### src/rtl/lfpd_pkg.sv
`timescale 1ns / 1ps
// ----------------------------------------------------------------------------
// Line follower PD steering: shared package
// Types, constants, the sensor error table and the sequencer control program.
// ----------------------------------------------------------------------------
package lfpd_pkg;

    // Field widths that are fixed by the interface.
    localparam int PATTERN_W = 5;
    localparam int TIME_W    = 32;
    localparam int LEVEL_W   = 8;
    localparam int GAIN_W    = 8;
    localparam int PERIOD_W  = 16;
    localparam int ERR_W     = 4;
    localparam int CFG_IDX_W = 3;
    localparam int CFG_DAT_W = 16;

    // Reset values of the configuration registers and motor levels.
    localparam logic [GAIN_W-1:0]   PROP_GAIN_RST   = 8'd70;
    localparam logic [GAIN_W-1:0]   DERIV_GAIN_RST  = 8'd70;
    localparam logic [LEVEL_W-1:0]  FWD_SPEED_RST   = 8'd200;
    localparam logic [LEVEL_W-1:0]  CEILING_RST     = 8'd220;
    localparam logic [PERIOD_W-1:0] PERIOD_RST      = 16'd100;
    localparam logic [LEVEL_W-1:0]  LEVEL_RST       = 8'd150;

    // Configuration register indexes.
    typedef enum logic [CFG_IDX_W-1:0] {
        CFG_PROP_GAIN     = 3'd0,
        CFG_DERIV_GAIN    = 3'd1,
        CFG_FORWARD_SPEED = 3'd2,
        CFG_SPEED_CEILING = 3'd3,
        CFG_DERIV_PERIOD  = 3'd4
    } t_cfg_idx;

    // Datapath operation selected by one control word.
    typedef enum logic [3:0] {
        OP_NOP,
        OP_ACCEPT,
        OP_LOOKUP,
        OP_DIV_INIT,
        OP_DIV_STEP,
        OP_DIV_END,
        OP_MUL_D,
        OP_MUL_P,
        OP_STEER
    } t_op;

    // Jump condition; when it holds the step counter loads the target,
    // otherwise it advances by one.
    typedef enum logic [2:0] {
        COND_NEXT,
        COND_ALWAYS,
        COND_NO_INPUT,
        COND_NOT_EXPIRED,
        COND_COUNT_NZ,
        COND_OUT_BUSY
    } t_cond;

    typedef logic [3:0] t_step;

    typedef struct packed {
        t_op   op;
        t_cond cond;
        t_step target;
    } t_ctrl;

    // Program step addresses.
    localparam t_step STEP_IDLE     = 4'd0;
    localparam t_step STEP_LOOKUP   = 4'd1;
    localparam t_step STEP_CHECK    = 4'd2;
    localparam t_step STEP_DIV_INIT = 4'd3;
    localparam t_step STEP_DIV_STEP = 4'd4;
    localparam t_step STEP_DIV_END  = 4'd5;
    localparam t_step STEP_MUL_D    = 4'd6;
    localparam t_step STEP_MUL_P    = 4'd7;
    localparam t_step STEP_STEER    = 4'd8;
    localparam t_step STEP_RETURN   = 4'd9;

    // Control store: one word per program step.
    function automatic t_ctrl ctrl_rom(input t_step step);
        t_ctrl w;
        unique case (step)
            STEP_IDLE:     w = '{OP_ACCEPT,   COND_NO_INPUT,    STEP_IDLE};
            STEP_LOOKUP:   w = '{OP_LOOKUP,   COND_NEXT,        STEP_IDLE};
            STEP_CHECK:    w = '{OP_NOP,      COND_NOT_EXPIRED, STEP_MUL_D};
            STEP_DIV_INIT: w = '{OP_DIV_INIT, COND_NEXT,        STEP_IDLE};
            STEP_DIV_STEP: w = '{OP_DIV_STEP, COND_COUNT_NZ,    STEP_DIV_STEP};
            STEP_DIV_END:  w = '{OP_DIV_END,  COND_NEXT,        STEP_IDLE};
            STEP_MUL_D:    w = '{OP_MUL_D,    COND_NEXT,        STEP_IDLE};
            STEP_MUL_P:    w = '{OP_MUL_P,    COND_NEXT,        STEP_IDLE};
            STEP_STEER:    w = '{OP_STEER,    COND_OUT_BUSY,    STEP_STEER};
            STEP_RETURN:   w = '{OP_NOP,      COND_ALWAYS,      STEP_IDLE};
            default:       w = '{OP_NOP,      COND_ALWAYS,      STEP_IDLE};
        endcase
        return w;
    endfunction

    // Position error of one sensor pattern, in half-units.
    typedef struct packed {
        logic                    valid;
        logic signed [ERR_W-1:0] err;
    } t_err_entry;

    function automatic t_err_entry err_lookup(input logic [PATTERN_W-1:0] pattern);
        t_err_entry e;
        case (pattern)
            5'd1:    e = '{1'b1,  4'sd4};
            5'd2:    e = '{1'b1,  4'sd2};
            5'd3:    e = '{1'b1,  4'sd3};
            5'd4:    e = '{1'b1,  4'sd0};
            5'd6:    e = '{1'b1,  4'sd1};
            5'd8:    e = '{1'b1, -4'sd2};
            5'd12:   e = '{1'b1, -4'sd1};
            5'd16:   e = '{1'b1, -4'sd4};
            5'd24:   e = '{1'b1, -4'sd3};
            default: e = '{1'b0,  4'sd0};
        endcase
        return e;
    endfunction

endpackage

### src/rtl/line_follower_pd_steering.sv
`timescale 1ns / 1ps
// ----------------------------------------------------------------------------
// Line follower PD steering controller
// Microcoded sequencer: maps a sensor pattern to a position error, divides the
// error change by elapsed time with a restoring divider, and steers two motor
// levels with a PD term clamped to the speed ceiling (forward speed if steady).
// ----------------------------------------------------------------------------
// Sequence: an accepted sample passes the lookup, check, multiply and steer
//   steps, with the divider steps after check when a derivative update is due.
// Input: a new sample is taken only in idle, after steer has loaded the last
//   result; the bit-serial divider yields one quotient bit a cycle.
// Reset: synchronous active low; restores the register defaults, clears the
//   error state and sets both motor levels to 150.
module line_follower_pd_steering #(
    parameter int DERIV_FRACTION_BITS = 16
) (
    input  logic                               i_clk,
    input  logic                               i_rst_n,
    // Sample input channel.
    input  logic                               i_in_valid,
    output logic                               o_in_stall,
    input  logic [lfpd_pkg::PATTERN_W-1:0]     i_sensor_pattern,
    input  logic [lfpd_pkg::TIME_W-1:0]        i_time_ms,
    // Result output channel.
    output logic                               o_out_valid,
    input  logic                               i_out_stall,
    output logic [lfpd_pkg::LEVEL_W-1:0]       o_right_speed,
    output logic [lfpd_pkg::LEVEL_W-1:0]       o_left_speed,
    output logic                               o_pattern_valid,
    // Configuration write channel.
    input  logic                               i_cfg_valid,
    output logic                               o_cfg_ready,
    input  logic [lfpd_pkg::CFG_IDX_W-1:0]     i_cfg_index,
    input  logic [lfpd_pkg::CFG_DAT_W-1:0]     i_cfg_data
);
    import lfpd_pkg::*;

    localparam int F      = DERIV_FRACTION_BITS;
    localparam int DW     = F + ERR_W;          // divider dividend / quotient width
    localparam int DERW   = DW + 1;             // signed derivative width
    localparam int PW     = DERW + GAIN_W + 1;  // product and accumulator width
    localparam int DELTAW = PW - F - 1;         // steering delta width
    localparam int SUMW   = DELTAW + 1;         // level plus delta width
    localparam int CNTW   = $clog2(DW);
    localparam int PTW    = GAIN_W + 1 + ERR_W; // proportional product width

    // Configuration registers.
    logic [GAIN_W-1:0]   r_prop_gain;
    logic [GAIN_W-1:0]   r_deriv_gain;
    logic [LEVEL_W-1:0]  r_forward_speed;
    logic [LEVEL_W-1:0]  r_speed_ceiling;
    logic [PERIOD_W-1:0] r_deriv_period;

    // Controller state.
    logic [TIME_W-1:0]        r_last_stamp;
    logic signed [ERR_W-1:0]  r_prop_error;
    logic signed [ERR_W-1:0]  r_prev_error;
    logic signed [DERW-1:0]   r_deriv_error;
    logic [LEVEL_W-1:0]       r_right_level;
    logic [LEVEL_W-1:0]       r_left_level;

    // Sequencer and datapath registers.
    t_step                    r_pc;
    t_step                    n_pc;
    logic [PATTERN_W-1:0]     r_pattern;
    logic [TIME_W-1:0]        r_time;
    logic [TIME_W-1:0]        r_elapsed;
    logic                     r_pat_valid;
    logic [TIME_W-1:0]        r_rem;
    logic [DW-1:0]            r_dvd;
    logic [DW-1:0]            r_quo;
    logic                     r_neg;
    logic [CNTW-1:0]          r_cnt;
    logic signed [PW-1:0]     r_prod;
    logic signed [PW-1:0]     r_acc;
    logic                     r_out_valid;
    logic                     r_out_pat_valid;

    t_ctrl                    w_ctrl;
    t_err_entry               w_entry;
    logic                     w_cond;
    logic                     w_out_busy;
    logic                     w_expired;
    logic signed [ERR_W:0]    w_diff;
    logic [ERR_W:0]           w_mag;
    logic [TIME_W:0]          w_trial;
    logic [TIME_W:0]          w_trial_sub;
    logic                     w_ge;
    logic [DERW-1:0]          w_quo_ext;
    logic signed [PW-1:0]     w_prod_d;
    logic signed [PTW-1:0]    w_prop_term;
    logic signed [PW-1:0]     w_prop_ext;
    logic signed [DELTAW-1:0] w_delta;
    logic signed [SUMW-1:0]   w_right_sum;
    logic signed [SUMW-1:0]   w_left_sum;
    logic [LEVEL_W-1:0]       w_right_clamp;
    logic [LEVEL_W-1:0]       w_left_clamp;
    logic                     w_steady;

    // Clamp a signed level sum to the range 0 to the speed ceiling.
    function automatic logic [LEVEL_W-1:0] clamp_level(
        input logic signed [SUMW-1:0] v,
        input logic [LEVEL_W-1:0]     ceiling
    );
        logic [LEVEL_W-1:0] res;
        if (v < 0) begin
            res = '0;
        end else if (v > $signed({{(SUMW-LEVEL_W){1'b0}}, ceiling})) begin
            res = ceiling;
        end else begin
            res = v[LEVEL_W-1:0];
        end
        return res;
    endfunction

    // Control word fetch and handshake status.
    assign w_ctrl     = ctrl_rom(r_pc);
    assign o_in_stall = (r_pc != STEP_IDLE);
    assign o_cfg_ready = 1'b1;
    assign w_out_busy = r_out_valid && i_out_stall;
    assign w_expired  = r_elapsed > {{(TIME_W-PERIOD_W){1'b0}}, r_deriv_period};

    // Jump condition and next step.
    always_comb begin
        unique case (w_ctrl.cond)
            COND_NEXT:        w_cond = 1'b0;
            COND_ALWAYS:      w_cond = 1'b1;
            COND_NO_INPUT:    w_cond = !i_in_valid;
            COND_NOT_EXPIRED: w_cond = !w_expired;
            COND_COUNT_NZ:    w_cond = (r_cnt != '0);
            COND_OUT_BUSY:    w_cond = w_out_busy;
            default:          w_cond = 1'b1;
        endcase
        n_pc = w_cond ? w_ctrl.target : t_step'(r_pc + 4'd1);
    end

    // Pattern lookup and divider operand preparation.
    assign w_entry = err_lookup(r_pattern);
    assign w_diff  = {r_prop_error[ERR_W-1], r_prop_error}
                   - {r_prev_error[ERR_W-1], r_prev_error};
    assign w_mag   = w_diff[ERR_W] ? -w_diff : w_diff;

    // One restoring division step.
    assign w_trial     = {r_rem, r_dvd[DW-1]};
    assign w_trial_sub = w_trial - {1'b0, r_elapsed};
    assign w_ge        = (w_trial >= {1'b0, r_elapsed});
    assign w_quo_ext   = {1'b0, r_quo};

    // Gain products.
    assign w_prod_d    = PW'($signed({1'b0, r_deriv_gain})) * PW'(r_deriv_error);
    assign w_prop_term = PTW'($signed({1'b0, r_prop_gain})) * PTW'(r_prop_error);
    assign w_prop_ext  = PW'(w_prop_term);

    // Steering delta is a floor division by 2^(F+1).
    assign w_delta       = $signed(r_acc[PW-1:F+1]);
    assign w_right_sum   = $signed({{(SUMW-LEVEL_W){1'b0}}, r_right_level})
                         + SUMW'(w_delta);
    assign w_left_sum    = $signed({{(SUMW-LEVEL_W){1'b0}}, r_left_level})
                         - SUMW'(w_delta);
    assign w_right_clamp = clamp_level(w_right_sum, r_speed_ceiling);
    assign w_left_clamp  = clamp_level(w_left_sum, r_speed_ceiling);
    assign w_steady      = (r_prop_error == '0) && (r_deriv_error == '0);

    // Configuration writes.
    always_ff @(posedge i_clk) begin
        if (!i_rst_n) begin
            r_prop_gain     <= PROP_GAIN_RST;
            r_deriv_gain    <= DERIV_GAIN_RST;
            r_forward_speed <= FWD_SPEED_RST;
            r_speed_ceiling <= CEILING_RST;
            r_deriv_period  <= PERIOD_RST;
        end else if (i_cfg_valid) begin
            case (i_cfg_index)
                CFG_PROP_GAIN:     r_prop_gain     <= i_cfg_data[GAIN_W-1:0];
                CFG_DERIV_GAIN:    r_deriv_gain    <= i_cfg_data[GAIN_W-1:0];
                CFG_FORWARD_SPEED: r_forward_speed <= i_cfg_data[LEVEL_W-1:0];
                CFG_SPEED_CEILING: r_speed_ceiling <= i_cfg_data[LEVEL_W-1:0];
                CFG_DERIV_PERIOD:  r_deriv_period  <= i_cfg_data[PERIOD_W-1:0];
                default: ;
            endcase
        end
    end

    // Sequencer, controller state and output register.
    always_ff @(posedge i_clk) begin
        if (!i_rst_n) begin
            r_pc            <= STEP_IDLE;
            r_last_stamp    <= '0;
            r_prop_error    <= '0;
            r_prev_error    <= '0;
            r_deriv_error   <= '0;
            r_right_level   <= LEVEL_RST;
            r_left_level    <= LEVEL_RST;
            r_out_valid     <= 1'b0;
        end else begin
            r_pc <= n_pc;

            // A result transaction frees the output register; the steer step
            // refills it in the same cycle on its own.
            if (r_out_valid && !i_out_stall && (w_ctrl.op != OP_STEER)) begin
                r_out_valid <= 1'b0;
            end

            unique case (w_ctrl.op)
                OP_NOP: ;
                OP_ACCEPT: begin
                    if (i_in_valid) begin
                        r_pattern <= i_sensor_pattern;
                        r_time    <= i_time_ms;
                    end
                end
                OP_LOOKUP: begin
                    if (w_entry.valid) begin
                        r_prop_error <= w_entry.err;
                    end
                    r_pat_valid <= w_entry.valid;
                    r_elapsed   <= r_time - r_last_stamp;
                end
                OP_DIV_INIT: begin
                    r_rem        <= '0;
                    r_dvd        <= {w_mag[ERR_W-1:0], {F{1'b0}}};
                    r_quo        <= '0;
                    r_neg        <= w_diff[ERR_W];
                    r_cnt        <= CNTW'(DW - 1);
                    r_last_stamp <= r_time;
                    r_prev_error <= r_prop_error;
                end
                OP_DIV_STEP: begin
                    r_rem <= w_ge ? w_trial_sub[TIME_W-1:0] : w_trial[TIME_W-1:0];
                    r_dvd <= {r_dvd[DW-2:0], 1'b0};
                    r_quo <= {r_quo[DW-2:0], w_ge};
                    r_cnt <= r_cnt - 1'b1;
                end
                OP_DIV_END: begin
                    r_deriv_error <= r_neg ? -$signed(w_quo_ext) : $signed(w_quo_ext);
                end
                OP_MUL_D: begin
                    r_prod <= w_prod_d;
                end
                OP_MUL_P: begin
                    r_acc <= r_prod + (w_prop_ext <<< F);
                end
                OP_STEER: begin
                    if (!w_out_busy) begin
                        if (w_steady) begin
                            r_right_level <= r_forward_speed;
                            r_left_level  <= r_forward_speed;
                        end else begin
                            r_right_level <= w_right_clamp;
                            r_left_level  <= w_left_clamp;
                        end
                        r_out_pat_valid <= r_pat_valid;
                        r_out_valid     <= 1'b1;
                    end
                end
                default: ;
            endcase
        end
    end

    // The motor levels double as the result payload.
    assign o_out_valid     = r_out_valid;
    assign o_right_speed   = r_right_level;
    assign o_left_speed    = r_left_level;
    assign o_pattern_valid = r_out_pat_valid;

endmodule
### config.mk
export PLATFORM = sky130hd
export DESIGN_NAME = line_follower_pd_steering
export DESIGN_NICKNAME = d
export VERILOG_FILES = /design/src/rtl/lfpd_pkg.sv /design/src/rtl/line_follower_pd_steering.sv
export SDC_FILE = /design/constraint.sdc
export NUM_CORES = 1
export LEC_CHECK = 0
export BUFFER_PORTS_ARGS = -buffer_cell sky130_fd_sc_hd__buf_4
export CAP_MARGIN = 0
export CELL_PAD_IN_SITES_DETAIL_PLACEMENT = 1
export CELL_PAD_IN_SITES_GLOBAL_PLACEMENT = 1
export CORE_AREA = 2 2 311 313
export CTS_BUF_LIST = sky130_fd_sc_hd__clkbuf_4 sky130_fd_sc_hd__clkbuf_8
export CTS_CLUSTER_DIAMETER = 50
export CTS_CLUSTER_SIZE = 16
export DETAILED_ROUTE_END_ITERATION = 8
export DIE_AREA = 0 0 313 315
export PLACE_DENSITY_LB_ADDON = 0.1
export SETUP_SLACK_MARGIN = 0.15
export SLEW_MARGIN = 10
export SYNTH_ARGS = -nofsm -noshare
export SYNTH_HDL_FRONTEND = slang
export SYNTH_SLANG_ARGS = --single-unit
### constraint.sdc
create_clock -name i_clk -period 11.7 [get_ports i_clk]
set_clock_uncertainty 0.15 [all_clocks]
set_input_delay 1.17 -clock i_clk [delete_from_list [all_inputs] [get_ports i_clk]]
set_output_delay 1.17 -clock i_clk [all_outputs]
set_load 0.02 [all_outputs]
==> impl_metrics.ini, run 1 <==
[worst_setup_path]
r2r_cells = 18
crit_start = r_deriv_gain[2]$_SDFFE_PN1P_
endpoint = r_prod[29]$_DFFE_PP_
r2r_setup_slack_ns = 5.59
crit_arrival_ns = 6.41
worst-setup-path-type = register to register
critPathMaxFanout = 22
cp-start-kind = register
timing.rr.start = r_deriv_gain[2]$_SDFFE_PN1P_
r2r_end = r_prod[29]$_DFFE_PP_
worstPathRequired_ns = 12.00
critPathCaptureType = register

[pwr]
leakage_nw = 11.57
cellPowerDensity_nw_per_um2 = 151.0
pwr-share-clk_pct = 31.8
comb_power_share_pct = 33.3
p_sw_mw = 1.560
p_sw_share_pct = 38.34
power_frac_seq_pct = 34.8
p_int_mw = 2.508
vdd_drop_max_uv = 91.85

[die]
ios = 81
coreArea_um2 = 95710
start_util_pct = 24.63
dieArea_um2 = 98600
die_h_um = 315
rows = 114
die_x_um = 313

[status]
status = completed

[clocking]
cts_buffers = 59
cts_tree = built
root_buffer = clkbuf_8
hold_buffers = 0
clock_path_buffers = 3
htree_levels = 2
cts_setup_buffers = 0
clk_latency_ns = 0.71
cts.sinks = 304
cts_resized = 0
clk_pin_slew_ns = 0.07

[timing]
min_period_ns = 6.114
worst_slack_ns = 5.586
tns_ns = 0
grt_setup_unrepaired = false
worst_pin_slew_ns = 1.184
hold_viol_final = 0
finalMaxSlewViolations = 0
setup_viol = 0
relSlewSlack_pct = 20.90
max_freq_mhz = 163.6
finalCritPeriodShare_pct = 52.25

[yosys]
ys_seq_area_share_pct = 32.61
netlist_top_cells_count = nand2_1, inv_1, ha_1, a21oi_1, edfxtp_1
syn_inst = 2567
yosysWarnings = 0
async_reset_ff_share_pct = 0
yosysTopAreaCellShare_pct = 20.38
yosysTopAreaCell = edfxtp_1
synth_nets = 2993
syn_area_per_cell_um2 = 9.184
ys.flop_type = edfxtp_1
synth_cell_types = 90
netlist_area_um2 = 23580
synth.most_common_cell = nand2_1
ys_top_cells_by_area = edfxtp_1, fa_1, dfxtp_1, ha_1, nand2_1
synth_edf_count = 160
postSynthRegisterBits = 304

[placed_design]
dpl.hpwl_mm = 56.07
placed_cell_area_um2 = 25520
gp_congestion = 0.8023
place_ws_ns = 5.531
place.port_buffers = 79

[finish]
drive_gt1_share_pct = 9.149
nets = 3054
postLayoutCellArea_um2 = 26940
final-seq-area_um2 = 7687
multi_input_area_um2 = 14330
area_delta_synth_final_pct = 14.28
nFillCells = 11040

[worst_hold_path]
hp-class = register to register
min_from = r_pat_valid$_DFFE_PP_

[route]
avgViaCountPerCell = 4.535
first_pass_iters = 4
ant_nets = 0
drt-initial-drc-count = 753
drc_errors = 0
via_count = 17950
wire_per_inst_um = 18.45
totalWireLength_mm = 73.02

[flow_run]
maxCapViolations = 0

[global_routing]
grt_pass1_wl_mm = 115.9
grt_use_total_pct = 15.11
grt_overflow = 0
grt_pass1_vias = 19820
antenna_found_initial = 1
grt_max_degree = 74
==> layout make-up <==
type	instances	area share [%]
multi-input combinational	1850	53.19
sequential	304	28.53
tap	1276	5.926
inverter	319	4.453
clock buffer	73	3.520
timing repair buffer	94	2.619
clock inverter	38	1.737
antenna	3	0.02786
==> critical path, stage by stage, from the launching register on <==
cell	delay, ns
dfxtp_1	0.91
nand2_1	0.19
fa_1	0.57
inv_1	0.05
fa_1	0.47
fa_1	0.49
inv_1	0.06
fa_1	0.53
inv_1	0.04
ha_1	0.30
a2111oi_0	0.42
o21a_1	0.23
o21ai_1	0.22
a211oi_4	0.35
a211oi_1	0.17
nor3_2	0.30
o21ai_1	0.14
a21oi_1	0.19
xnor2_1	0.08
==> metrics by stage <==
stage          power, mW  hold slack, ns  utilization [%]  instances
4_1_cts            4.182          0.2855            28.14       3954
3_3_place_gp       2.818          0.2777            26.66       3843
3_5_place_dp       2.834          0.2828            26.66       3843
6_report           4.068          0.2877            28.15       3957
5_1_grt            4.394          0.2940            28.15       3955
2_1_floorplan      2.366          0.2503                -       2567
==> flip-flops by register name (all words and copies together) (netlist names), 5 cells and up <==
| name | flops |
|---|---|
| r_quo | 20 |
| r_deriv_error | 21 |
| r_deriv_period | 16 |
| r_time | 32 |
| w_entry | 5 |
| o_right_speed | 8 |
| r_last_stamp | 32 |
| r_prod | 14 |
| o_left_speed | 8 |
| r_forward_speed | 8 |
| r_deriv_gain | 8 |
| w_ctrl | 9 |
| r_cnt | 5 |
| r_rem | 32 |
| r_acc | 13 |
| r_prop_gain | 8 |
| r_speed_ceiling | 8 |
| r_elapsed | 32 |
| r_pattern | 5 |
==> power groups by stage <==
stage                     logic [mW]  clock network (mW)  registers, mW
final                           1.35                1.30           1.42
after global routing            1.56                1.40           1.44
after CTS                       1.40                1.36           1.42
after detailed placement        1.39                   0           1.44
after global placement          1.38                   0           1.44
after floorplan                 1.01                   0           1.36
==> layer usage <==
layer	GRT usage (%)	share of wire, %	vias up
met5	0	0	-
met4	3.980	2.0	0
met3	2.151	3.5	92
met2	25.42	46	198
met1	20.26	48	8872
li1	-	-	8783
==> worst min-delay path by stage <==
stage	end	slack (ns)	cells after the start
2_1_floorplan	o_pattern_valid$_DFFE_PP_	0.25	0
3_3_place_gp	o_pattern_valid$_DFFE_PP_	0.28	0
3_5_place_dp	o_pattern_valid$_DFFE_PP_	0.28	0
4_1_cts	o_pattern_valid$_DFFE_PP_	0.29	0
5_1_grt	o_pattern_valid$_DFFE_PP_	0.29	0
6_report	o_pattern_valid$_DFFE_PP_	0.29	0
==> cell usage in the layout (no fill, tap or decap), types with 6 or more instances in the layout <==
cell / count
nand2_1: 364
nor3_1: 23
inv_8: 7
fa_1: 150
xor2_1: 47
o22ai_1: 9
or3_1: 11
nor2_1: 149
a211oi_1: 31
edfxtp_1: 160
buf_4: 94
o21bai_1: 15
xnor2_1: 79
mux2i_1: 23
nor4_1: 15
clkbuf_8: 64
o211ai_1: 29
nand4_1: 21
a21o_1: 46
inv_6: 7
nor2b_1: 21
inv_1: 318
nand2b_1: 18
dfxtp_1: 144
nand3_1: 38
o21a_1: 33
and2_1: 127
ha_1: 215
o31ai_1: 8
a211o_1: 6
clkinv_2: 6
and3_1: 14
bufinv_16: 7
a21oi_1: 186
o21ai_0: 58
clkbuf_4: 9
==> logic make-up after synthesis <==
| logic type | Yosys count | share of synthesized area (%) |
|---|---|---|
| buf+inv | 413 | 6.793 |
| other cells | 1 | 0.01591 |
| simple gates | 838 | 16.71 |
| compound gates | 492 | 13.83 |
| xor+xnor | 126 | 4.681 |
| fa+ha+maj | 365 | 24.15 |
| flops | 304 | 32.61 |
| mux | 28 | 1.215 |
Note: power is estimated with default switching activity, not from simulation.
==> run 2: changes to the inputs <==
ABC_AREA = 1   (was default)
CORE_AREA = 2 2 320 322   (was 2 2 311 313)
DIE_AREA = 0 0 322 324   (was 0 0 313 315)
clock period = 5.3 ns   (was 11.7 ns; I/O delays follow)
==> run 2 against run 1 <==
- routed wire length rose by 12%
- first-iteration DRC count rose by 22%
- largest power group is now combinational cells
- register-to-register slack got worse by 5.2 ns
==> impl_metrics.ini, run 2 <==
[status]
status = completed

[die]
rows = 117
die_h_um = 324
ios = 81
start_util_pct = 24.86
dieArea_um2 = 104300
coreArea_um2 = 101000
die_x_um = 322

[clocking]
cts_buffers = 58
htree_levels = 2
clk_pin_slew_ns = 0.07
root_buffer = clkbuf_8
clock_path_buffers = 3
cts_tree = built
cts.sinks = 304
clk_latency_ns = 0.73

[timing]
timing.hold.ws_ns = 0.06247
finalMaxSlewViolations = 0
worst_pin_slew_ns = 1.057
max_freq_mhz = 204.9
min_period_ns = 4.880
grt_setup_unrepaired = false
hold_viol_final = 0
setup_viol = 0
finalCritPeriodShare_pct = 92.08
relSlewSlack_pct = 29.26
worst_slack_ns = 0.4198

[pwr]
fin_total_pwr_mw = 10.65
vdd_drop_max_uv = 200.6
leakage_nw = 14.37
power_frac_seq_pct = 30.8
p_sw_share_pct = 43.14
p_int_mw = 6.056
p_sw_mw = 4.596
pwr-share-clk_pct = 25.7
cellPowerDensity_nw_per_um2 = 363.6
comb_power_share_pct = 43.6

[yosys]
netlist_area_um2 = 25110
yosysWarnings = 0
ys_top_cells_by_area = edfxtp_1, fa_1, dfxtp_1, ha_1, nand2_1
synth.most_common_cell = nand2_1
synth_nets = 3683
async_reset_ff_share_pct = 0
synth_edf_count = 160
postSynthRegisterBits = 304
syn_area_per_cell_um2 = 7.710
yosysTopAreaCell = edfxtp_1
netlist_top_cells_count = nand2_1, inv_1, nor2_1, a21oi_1, ha_1
syn_inst = 3257
ys_seq_area_share_pct = 30.61
yosysTopAreaCellShare_pct = 19.13
synth_cell_types = 59
ys.flop_type = edfxtp_1

[finish]
multi_input_area_um2 = 14790
area_delta_synth_final_pct = 16.65
final-seq-area_um2 = 7706
nFillCells = 12210
utilization_pct = 29.00
postLayoutCellArea_um2 = 29290
final_common_cell = nand2_1
nets = 3829
mostFrequentLayoutCells = nand2_1, inv_1, nor2_1, a21oi_1, ha_1
drive_gt1_share_pct = 8.572

[worst_setup_path]
max_stage_delay_ns = 0.58
worst-setup-path-type = register to register
crit_arrival_ns = 5.20
r2r_setup_slack_ns = 0.42
timing.rr.start = r_prop_gain[0]$_SDFFE_PN0P_
critPathCaptureType = register
worstPathRequired_ns = 5.62
crit_buf_inv = 3
crit_top_cell = nand2_1
critPathMaxFanout = 4
r2r_cells = 23
r2r_end = r_acc[29]$_DFFE_PP_
worstPathCellList = inv_1 -> nand2_1 -> fa_1 -> fa_1 -> fa_1 -> inv_1 -> ha_1 -> fa_2 -> nand3_1 -> nand2_1 -> a21oi_2 -> o21ai_1 -> nand2_1 -> nand2_1 -> a21oi_2 -> xnor2_2 -> ha_1 -> nand3_1 -> o211ai_1 -> a31oi_2 -> inv_1 -> nand2_1 -> nand2_1
critical-path-top-delay-family = adder cells
crit_slowest_cell = fa_1
cp-start-kind = register

[placed_design]
placed_cell_area_um2 = 27290
place.port_buffers = 79
gp_congestion = 0.8245
place_ws_ns = -0.05791
dpl.hpwl_mm = 66.98

[global_routing]
grt_use_total_pct = 15.93
grt_pass1_wl_mm = 129.9
grt_pass1_vias = 23010
antenna_found_initial = 1
grt_overflow = 0
grt_max_degree = 73

[route]
wire_per_inst_um = 17.23
totalWireLength_mm = 82.05
via_count = 21160
avgViaCountPerCell = 4.443
ant_nets = 0
drt-initial-drc-count = 918
first_pass_iters = 4
drc_errors = 0

[worst_hold_path]
min_path_cells = 3
min_from = i_cfg_data[15]
min_to = r_deriv_period[15]$_SDFFE_PN0P_
hp-class = input pin to register

[flow_run]
maxCapViolations = 0
==> run 2: repair_timing <==
action / CTS / global route
buffers inserted: 0 / 2
hold endpoints to repair: 76 / 0
hold buffers: 53 / 0
pin swaps: 0 / 3
endpoints found under the setup margin: 5 / 10
resized for setup: 3 / 28
==> run 2: area by class of cell <==
type	count	share of cell area, %
flip-flops and latches	304	26.31
clock buffers	64	2.922
inverters	631	8.098
diodes	1	0.008543
clock inverters	46	1.709
repair buffers	169	4.865
multi-input cells	2239	50.50
well taps	1309	5.591
==> run 2: routing by layer <==
metal / up-vias / global-route usage [%] / routed length, um
met5: - / 0 / 0
met1: 10180 / 22.14 / 41590
met3: 82 / 2.123 / 2310
met4: 0 / 3.541 / 1436
met2: 228 / 26.21 / 36710
li1: 10670 / - / -
==> run 2: stage by stage <==
step                setup TNS, ns  std cells
floorplan                       0       3257
global placement                0       4597
detailed placement       -0.05791       4597
CTS                             0       4760
global route                    0       4763
finish                          0       4763
==> run 2: power by group through the flow <==
stage               sequential [mW]  clock, mW  combinational (mW)
finish                         3.28       2.73                4.64
floorplan                      3.17          0                3.30
detailed placement             3.33          0                4.69
global route                   3.33       2.97                5.35
global placement               3.32          0                4.63
CTS                            3.28       2.88                4.75
==> run 2: worst reg2reg max path: cells and delay by family (launching register included) <==
kind / cells / cell delay [ns]
DFF: 1 / 0.34
and+or+nand+nor: 8 / 0.64
AOI/OAI and AO/OA: 5 / 0.73
adders and majority gates: 6 / 2.44
xor gates and xnor gates: 1 / 0.16
buffers and inverters: 3 / 0.18
==> run 2: cells by family after synthesis <==
| kind of cell | share of synthesized area (%) |
|---|---|
| compound gates | 11.84 |
| xor+xnor | 4.081 |
| fa+ha+maj | 22.67 |
| buf+inv | 10.85 |
| flops | 30.61 |
| other cells | 0.01493 |
| simple gates | 19.94 |
==> run 2: worst max-delay path by stage <==
stage | from | endpoint | slack (ns) | cells after the start
floorplan | r_prop_error[1]$_SDFFE_PN0P_ | r_acc[29]$_DFFE_PP_ | 0.53 | 23
global placement | r_prop_error[3]$_SDFFE_PN0P_ | r_acc[29]$_DFFE_PP_ | 0.03 | 21
detailed placement | r_prop_error[3]$_SDFFE_PN0P_ | r_acc[29]$_DFFE_PP_ | -0.06 | 21
CTS | r_prop_error[3]$_SDFFE_PN0P_ | r_acc[29]$_DFFE_PP_ | 0.13 | 22
global route | r_prop_error[3]$_SDFFE_PN0P_ | r_acc[29]$_DFFE_PP_ | 0.15 | 22
finish | r_prop_gain[0]$_SDFFE_PN0P_ | r_acc[29]$_DFFE_PP_ | 0.42 | 23
